### config.mk
export PLATFORM = sky130hd
export DESIGN_NAME = fgat_div
export DESIGN_NICKNAME = d
export VERILOG_FILES = /design/src/sv/fgat_pkg.sv /design/src/sv/fgat_div.sv
export SDC_FILE = /design/constraint.sdc
export NUM_CORES = 1
export LEC_CHECK = 0
export BUFFER_PORTS_ARGS = -buffer_cell sky130_fd_sc_hd__buf_2
export CAP_MARGIN = 20
export CORE_AREA = 2 2 60 62
export DETAILED_ROUTE_END_ITERATION = 10
export DIE_AREA = 0 0 62 64
export PLACE_DENSITY = 0.7
export REMOVE_ABC_BUFFERS = 1
export SLEW_MARGIN = 40
export SYNTH_ARGS = -nofsm -noshare
export SYNTH_HDL_FRONTEND = slang
export SYNTH_SLANG_ARGS = --single-unit
### constraint.sdc
create_clock -name clock -period 2.4 [get_ports clock]
set_clock_uncertainty 0.05 [all_clocks]
set_input_delay 0.12 -clock clock [delete_from_list [all_inputs] [get_ports clock]]
set_output_delay 0.12 -clock clock [all_outputs]
set_load 0.005 [all_outputs]
### src/sv/fgat_pkg.sv
// Shared widths, codes and register defaults for the group allocation table.
// Used by fgat_div and fat_group_allocation_table.
package fgat_pkg;

   localparam int GROUP_W    = 10;
   localparam int CODE_W     = 12;
   localparam int GPT_W      = 7;
   localparam int BPG_W      = 16;
   localparam int COUNT_W    = 11;
   localparam int BYTES_W    = 26;
   localparam int OP_W       = 3;
   localparam int CSR_DATA_W = 32;
   localparam int CSR_ADDR_W = 5;
   // track bases and scan positions, wide enough to compare against the table depth
   localparam int NUM_W      = 13;

   localparam int MAX_GROUPS_DEF = 1024;
   localparam int ENTRY_BITS_DEF = 12;

   localparam logic [GROUP_W-1:0] LAST_GROUP_RST       = 10'd1023;
   localparam logic [CODE_W-1:0]  UNUSED_CODE_RST      = 12'd255;
   localparam logic [CODE_W-1:0]  SYSTEM_CODE_RST      = 12'd254;
   localparam logic [CODE_W-1:0]  FINAL_CODE_RST       = 12'd192;
   localparam logic [GPT_W-1:0]   GROUPS_PER_TRACK_RST = 7'd8;
   localparam logic [GROUP_W-1:0] MANAGED_START_RST    = 10'd0;
   localparam logic [BPG_W-1:0]   BYTES_PER_GROUP_RST  = 16'd4096;

   typedef enum logic [OP_W-1:0] {
      OP_WRITE      = 3'd0,
      OP_READ       = 3'd1,
      OP_FIRST_FREE = 3'd2,
      OP_NEAR_FREE  = 3'd3,
      OP_COUNT      = 3'd4
   } op_type;

   typedef enum logic [2:0] {
      REG_LAST_GROUP       = 3'd0,
      REG_UNUSED_CODE      = 3'd1,
      REG_SYSTEM_CODE      = 3'd2,
      REG_FINAL_CODE       = 3'd3,
      REG_GROUPS_PER_TRACK = 3'd4,
      REG_MANAGED_START    = 3'd5,
      REG_BYTES_PER_GROUP  = 3'd6
   } csr_index_type;

endpackage

### src/sv/fgat_div.sv
// Bit-serial remainder unit: one dividend bit per cycle, done pulses after GROUP_W steps.
// Depends on fgat_pkg for widths.
module fgat_div (
   input  logic                       clock,
   input  logic                       reset,
   input  logic                       start,
   input  logic [fgat_pkg::GROUP_W-1:0] dividend,
   input  logic [fgat_pkg::GPT_W-1:0]   divisor,
   output logic                       done,
   output logic [fgat_pkg::GPT_W-1:0]   remainder
);
   import fgat_pkg::*;

   localparam int STEP_W = $clog2(GROUP_W + 1);

   logic               busy_ff;
   logic               done_ff;
   logic [STEP_W-1:0]  step_ff;
   logic [GROUP_W-1:0] shift_ff;
   logic [GPT_W-1:0]   rem_ff;
   logic [GPT_W-1:0]   rem_in;
   logic [GPT_W-1:0]   divisor_ff;
   logic [GPT_W:0]     trial;

   // restoring step: partial remainder stays below the divisor
   always_comb begin
      trial  = {rem_ff, shift_ff[GROUP_W-1]};
      rem_in = (trial >= {1'b0, divisor_ff}) ? GPT_W'(trial - {1'b0, divisor_ff})
                                             : GPT_W'(trial);
   end

   always_ff @(posedge clock) begin
      if (reset) begin
         busy_ff <= 1'b0;
         done_ff <= 1'b0;
         step_ff <= '0;
      end else begin
         done_ff <= 1'b0;
         if (start) begin
            busy_ff    <= 1'b1;
            step_ff    <= STEP_W'(GROUP_W);
            shift_ff   <= dividend;
            rem_ff     <= '0;
            divisor_ff <= divisor;
         end else if (busy_ff) begin
            shift_ff <= {shift_ff[GROUP_W-2:0], 1'b0};
            rem_ff   <= rem_in;
            step_ff  <= step_ff - STEP_W'(1);
            if (step_ff == STEP_W'(1)) begin
               busy_ff <= 1'b0;
               done_ff <= 1'b1;
            end
         end
      end
   end

   assign done      = done_ff;
   assign remainder = rem_ff;

`ifndef SYNTH
   a_start_idle: assert property (@(posedge clock) disable iff (reset)
      start |-> !busy_ff)
      else $error("remainder unit restarted while busy");

   a_rem_below_divisor: assert property (@(posedge clock) disable iff (reset)
      done_ff |-> (rem_ff < divisor_ff))
      else $error("remainder not below divisor");

   a_done_ends_run: assert property (@(posedge clock) disable iff (reset)
      done_ff |-> ($past(busy_ff) && !busy_ff))
      else $error("done without a finished run");
`endif

endmodule

# Yosys cells after proc, flatten, opt, wreduce, memory -nomap -nowiden
# Cells that the tools add are included.
[totals]
register_bits = 30
latch_bits = 0
ram_bits = 0
mem_bits_ro = 0
out_inout_bits = 8
mem_count = 0
[classes]
add_sub_neg = 2
multipliers = 0
n_div = 0
n_lt_le_gt_ge = 1
eq_ne = 1
n_shift = 0
n_mux = 10
bitwise = 2
n_reduce_logical = 5
[ops]
columns = ["cell", "n"]
rows = [
  ["two-way mux 10 bit", 2],
  ["two-way mux 7 bit", 2],
  ["greater-or-equal comparator 8 x 7 -> 1 bit", 1],
  ["two-way mux 4 bit", 2],
  ["subtractor 7 bit", 1],
  ["equality test 4 x 1 -> 1 bit (second input constant)", 1],
  ["two-way mux 1 bit", 4],
  ["AND reduction 2 bit", 2],
  ["subtractor 4 x 1 -> 4 bit (second input constant)", 1],
  ["OR reduction 3 bit", 1],
  ["inverter 1 bit", 2],
  ["nonzero test 2 bit", 1],
  ["OR reduction 2 bit", 1],
]

# Depth between registers and ports, before layout
[depth]
depth_word = 4
ltp_mapped = 10
depth_no_buf = 9

# Worst setup path before layout
# Ideal clock, no wire load.
[synth_timing]
kind = "register to register"
startpoint = "register shift_ff[9]"
endpoint = "register rem_ff[5] (netlist: remainder[5]), data pin"
setup_ps = 142
t_arrival_ps = 2195
slack_ps = 13
stages_incl_launch_ff = 11
period_less_slack_ps = 2387
cell_sequence = "edfxtp_1 -> inv_1 -> ha_1 -> inv_1 -> fa_1 -> a211oi_2 -> o211ai_1 -> a311o_1 -> buf_6 -> or2_0 -> a21oi_2"
[synth_via]
elab_chain_cells = 3
elab_cells_between_ends = 4
[synth_rtl]
columns = ["item", "line_no", "source"]
rows = [
  ["from (decl)", "fgat_div.sv:19", "logic [GROUP_W-1:0] shift_ff;"],
  ["from (signal assigned)", "fgat_div.sv:42", "shift_ff <= dividend;"],
  ["from (signal assigned)", "fgat_div.sv:46", "shift_ff <= {shift_ff[GROUP_W-2:0], 1'b0};"],
  ["subtractor 7 bit / greater-or-equal comparator 8 x 7 -> 1 bit (equally long branches)", "fgat_div.sv:28", "rem_in = (trial >= {1'b0, divisor_ff}) ? GPT_W'(trial - {1'b0, divisor_ff})"],
  ["two-way mux 7 bit (*)", "fgat_div.sv:28", ""],
  ["two-way mux 7 bit (*)", "fgat_div.sv:45", "end else if (busy_ff) begin"],
  ["to (signal assigned)", "fgat_div.sv:47", "rem_ff <= rem_in;"],
  ["to (decl)", "fgat_div.sv:20", "logic [GPT_W-1:0] rem_ff;"],
]
# Mark *: on every way between the ends. The rest lies on a longest branch, timed or not. The select of a mux whose other input is x is not followed.
# A chain may end at the register's enable or synchronous reset.

# Worst setup path in the final report
[layout_timing]
startpoint = "register shift_ff[9]"
endpoint = "register rem_ff[3] (netlist: remainder[3]), data pin"
# Same word-level chain as after synthesis.

==> flow_summary.json <==
{
  "status": "complete, but fails checks",
  "violations": "negative setup slack",
  "antenna_found_initial": 0,
  "start_kind": "flop",
  "synth_xor_area_share_pct": 2.80,
  "antenna_left": 0,
  "cts_sinks": 30,
  "synth-edff-count": 24,
  "wl_per_cell_um": 12.5,
  "finalInstanceArea_mm2": 0.00199,
  "yosys.area_share.adder_pct": 8.47,
  "layout.nets": 211,
  "fp.dieH_um": 64,
  "num_vias": 1155,
  "gp_congestion": 0.852,
  "initial_core_util_pct": 47.7,
  "htree_num_levels": 2,
  "path_class": "reg2reg",
  "muxShareOfSynthArea_pct": 9.03,
  "rsz0062_at_grt": "true",
  "ys_ff_latch": 30,
  "num-fill-cells": 273,
  "synth_top_family_by_area": "simple AND/OR/NAND/NOR gates",
  "drive_gt1_share_pct": 34.1,
  "clkTransAtPathRegs_ns": 0.10,
  "worst_pin_slew_ns": 0.637,
  "syn2layout_area_growth_pct": 27.1,
  "critPathMaxFanout": 5,
  "swShare_pct": 26.2,
  "fp.dieW_um": 62,
  "multi_input_area_um2": 683,
  "power.share.clock_pct": 29.4,
  "fmax_mhz": 414,
  "synth_compound_area_share_pct": 10.2,
  "crit_path_end_kind": "flop",
  "fin_ws_ns": -0.0177,
  "design.die.area_mm2": 0.00397,
  "routed_via_density": 5.07,
  "cts_buffer_depth": 2,
  "first_pass_iters": 4,
  "routed_wl_mm": 2.84,
  "cts_inserted_buffers": 5,
  "grt_pass1_vias": 1128,
  "grt_pass1_wl_mm": 4.82,
  "cts_tree": "built",
  "netlist_instances": 134,
  "rows": 21,
  "internal-power_mw": 0.973,
  "setup_violations": 5,
  "share_seq_of_total_power_pct": 47.8,
  "synth_ff_type": "edfxtp_1",
  "syn_area_mm2": 0.00157,
  "seq_area_um2": 841,
  "yosysTopAreaCell": "edfxtp_1",
  "required_ns": 2.42,
  "grt_start_max_net_pins": 23,
  "dp_hpwl_mm": 1.90,
  "clock_latency_ns": 0.33,
  "yosysSeqAreaShare_pct": 53.7,
  "ys_types": 35,
  "ir_worst_vdd_mv": 0.408,
  "drc": 0,
  "whs_ns": 0.0369,
  "drv_cap": 0,
  "hp-class": "in2reg",
  "grt_util_all_layers_pct": 16.6,
  "yosys_warnings": 0,
  "power.density_mw_per_mm2": 663,
  "io_pins": 28,
  "combPwrFrac_pct": 22.8,
  "yosysTopAreaCellShare_pct": 46.0,
  "grt_remaining_overflow": 0,
  "hold_viol": 0,
  "dp_cells": 207,
  "synth_area_leaders": "edfxtp_1 (46%), dfxtp_1 (7.7%), ha_1 (7.2%), mux2_2 (6.5%), inv_1 (3.4%)",
  "synth-simple-area-share_pct": 11.0,
  "syn_avg_cell_area_um2": 11.7,
  "fin_cells": 228,
  "p_switching_mw": 0.345,
  "fin_crit_ns": 2.42,
  "slew_violations": 0,
  "drtIter0Drc": 38,
  "min_period_over_period_pct": 101,
  "async_reset_ff_share_pct": 0,
  "relSlewSlack_pct": 57.4,
  "core_mm2": 0.00328,
  "num_antenna_cells": 0,
  "io_buffers": 27,
  "cts_root_buffer": "clkbuf_4",
  "p_leak_nw": 0.832,
  "postPlaceCellArea_mm2": 0.00177,
  "critPathArrivalTime_ns": 2.44
}
-- cell usage after synthesis (all sizes together) (2+ instances only) --
cell / instances
ha: 9
xnor2: 3
or2: 2
a21oi: 6
edfxtp: 24
xor2: 2
nor2b: 2
o21ai: 5
a211oi: 4
o41ai: 2
o211ai: 3
nand2: 5
nor2: 14
dfxtp: 6
nor3: 3
mux2: 9
mux2i: 4
nand2b: 2
buf: 3
and3: 2
inv: 14
-- worst max-delay path, stage by stage, from the launching register on --
cell and delay [ns]:
edfxtp_1 0.40, inv_1 0.07, ha_2 0.17, inv_2 0.04, fa_2 0.35, a211oi_2 0.22
o211ai_1 0.17, a311o_2 0.45, mux2i_1 0.19, nor2_1 0.06
-- power groups by stage --
stage | sequential, mW | clock, mW | combinational (mW)
global placement | 0.640 | 0 | 0.255
global route | 0.636 | 0.423 | 0.334
CTS | 0.630 | 0.407 | 0.296
detailed placement | 0.641 | 0 | 0.260
finish | 0.630 | 0.388 | 0.300
floorplan | 0.638 | 0 | 0.179
-- area by class of cell --
type | count | area share (%)
Sequential cell | 30 | 42.3
Multi-Input combinational cell | 87 | 34.3
Timing Repair Buffer | 43 | 14.0
Tap cell | 46 | 2.89
Inverter | 14 | 2.64
Clock inverter | 3 | 2.01
Clock buffer | 5 | 1.89
-- per-stage QoR --
stage	total power [mW]	setup TNS [ns]	util, %	setup slack [ns]
2_1_floorplan	0.817	-0.0680	-	-0.0661
3_3_place_gp	0.894	-0.332	53.8	-0.0760
3_5_place_dp	0.901	-0.577	53.8	-0.130
4_1_cts	1.33	-0.390	60.3	-0.0765
5_1_grt	1.39	-1.05	60.6	-0.162
6_report	1.32	-0.0467	60.6	-0.0177
-- cell usage in the layout (no fill, tap or decap), drive strengths merged, types with 2 or more instances in the layout --
cell type / count
buf: 34
edfxtp: 24
nor2: 14
inv: 14
mux2: 9
dlygate4sd3: 9
ha: 9
dfxtp: 6
a21oi: 6
nand2: 5
clkbuf: 5
o21ai: 5
mux2i: 4
a211oi: 4
xnor2: 3
nor3: 3
o211ai: 3
nand2b: 2
a311o: 2
nor2b: 2
and3: 2
o41ai: 2
xor2: 2
clkinv: 2
or2: 2
-- kinds of logic after synthesis --
kind of cell,Yosys count
adder cells (fa/ha/maj),10
AND/OR/NAND/NOR,35
flip-flops,30
buffers and inverters,18
AO/OA/AOI/OAI,23
XOR/XNOR,5
multiplexers,13
-- flip-flops by register name, indices dropped and copies added (netlist names) --
register / cells
divisor_ff: 7
shift_ff: 10
busy_ff: 1
step_ff: 4
done: 1
remainder: 7
-- metal layers --
metal	up-vias	GRT usage (%)	wire, µm
met5	-	0	0
met4	0	9.31	70
met3	8	5.87	149
met2	32	25.5	1370
met1	539	19.6	1250
li1	576	-	-
-- worst paths after layout --
path / slack [ns] / cells after the start / endpoint / startpoint
max: -0.02 / 9 / remainder[3]$_SDFFCE_PP0P_ / shift_ff[9]$_DFFE_PP_
max reg2reg: -0.02 / 9 / remainder[3]$_SDFFCE_PP0P_ / shift_ff[9]$_DFFE_PP_
min: 0.04 / 2 / shift_ff[8]$_DFFE_PP_ / dividend[8]
min reg2reg: 0.51 / 1 / shift_ff[5]$_DFFE_PP_ / shift_ff[4]$_DFFE_PP_
-- timing repair --
action                                  4_1_cts  5_1_grt
endpoints found under the setup margin        7        7
gates cloned                                  1        0
hold buffers                                  9        0
setup buffers                                 2        1
gates resized for setup                       8        3
pin swaps                                     6        5
endpoints found under the hold margin        13        0
Note: power is estimated with default switching activity, not from simulation.
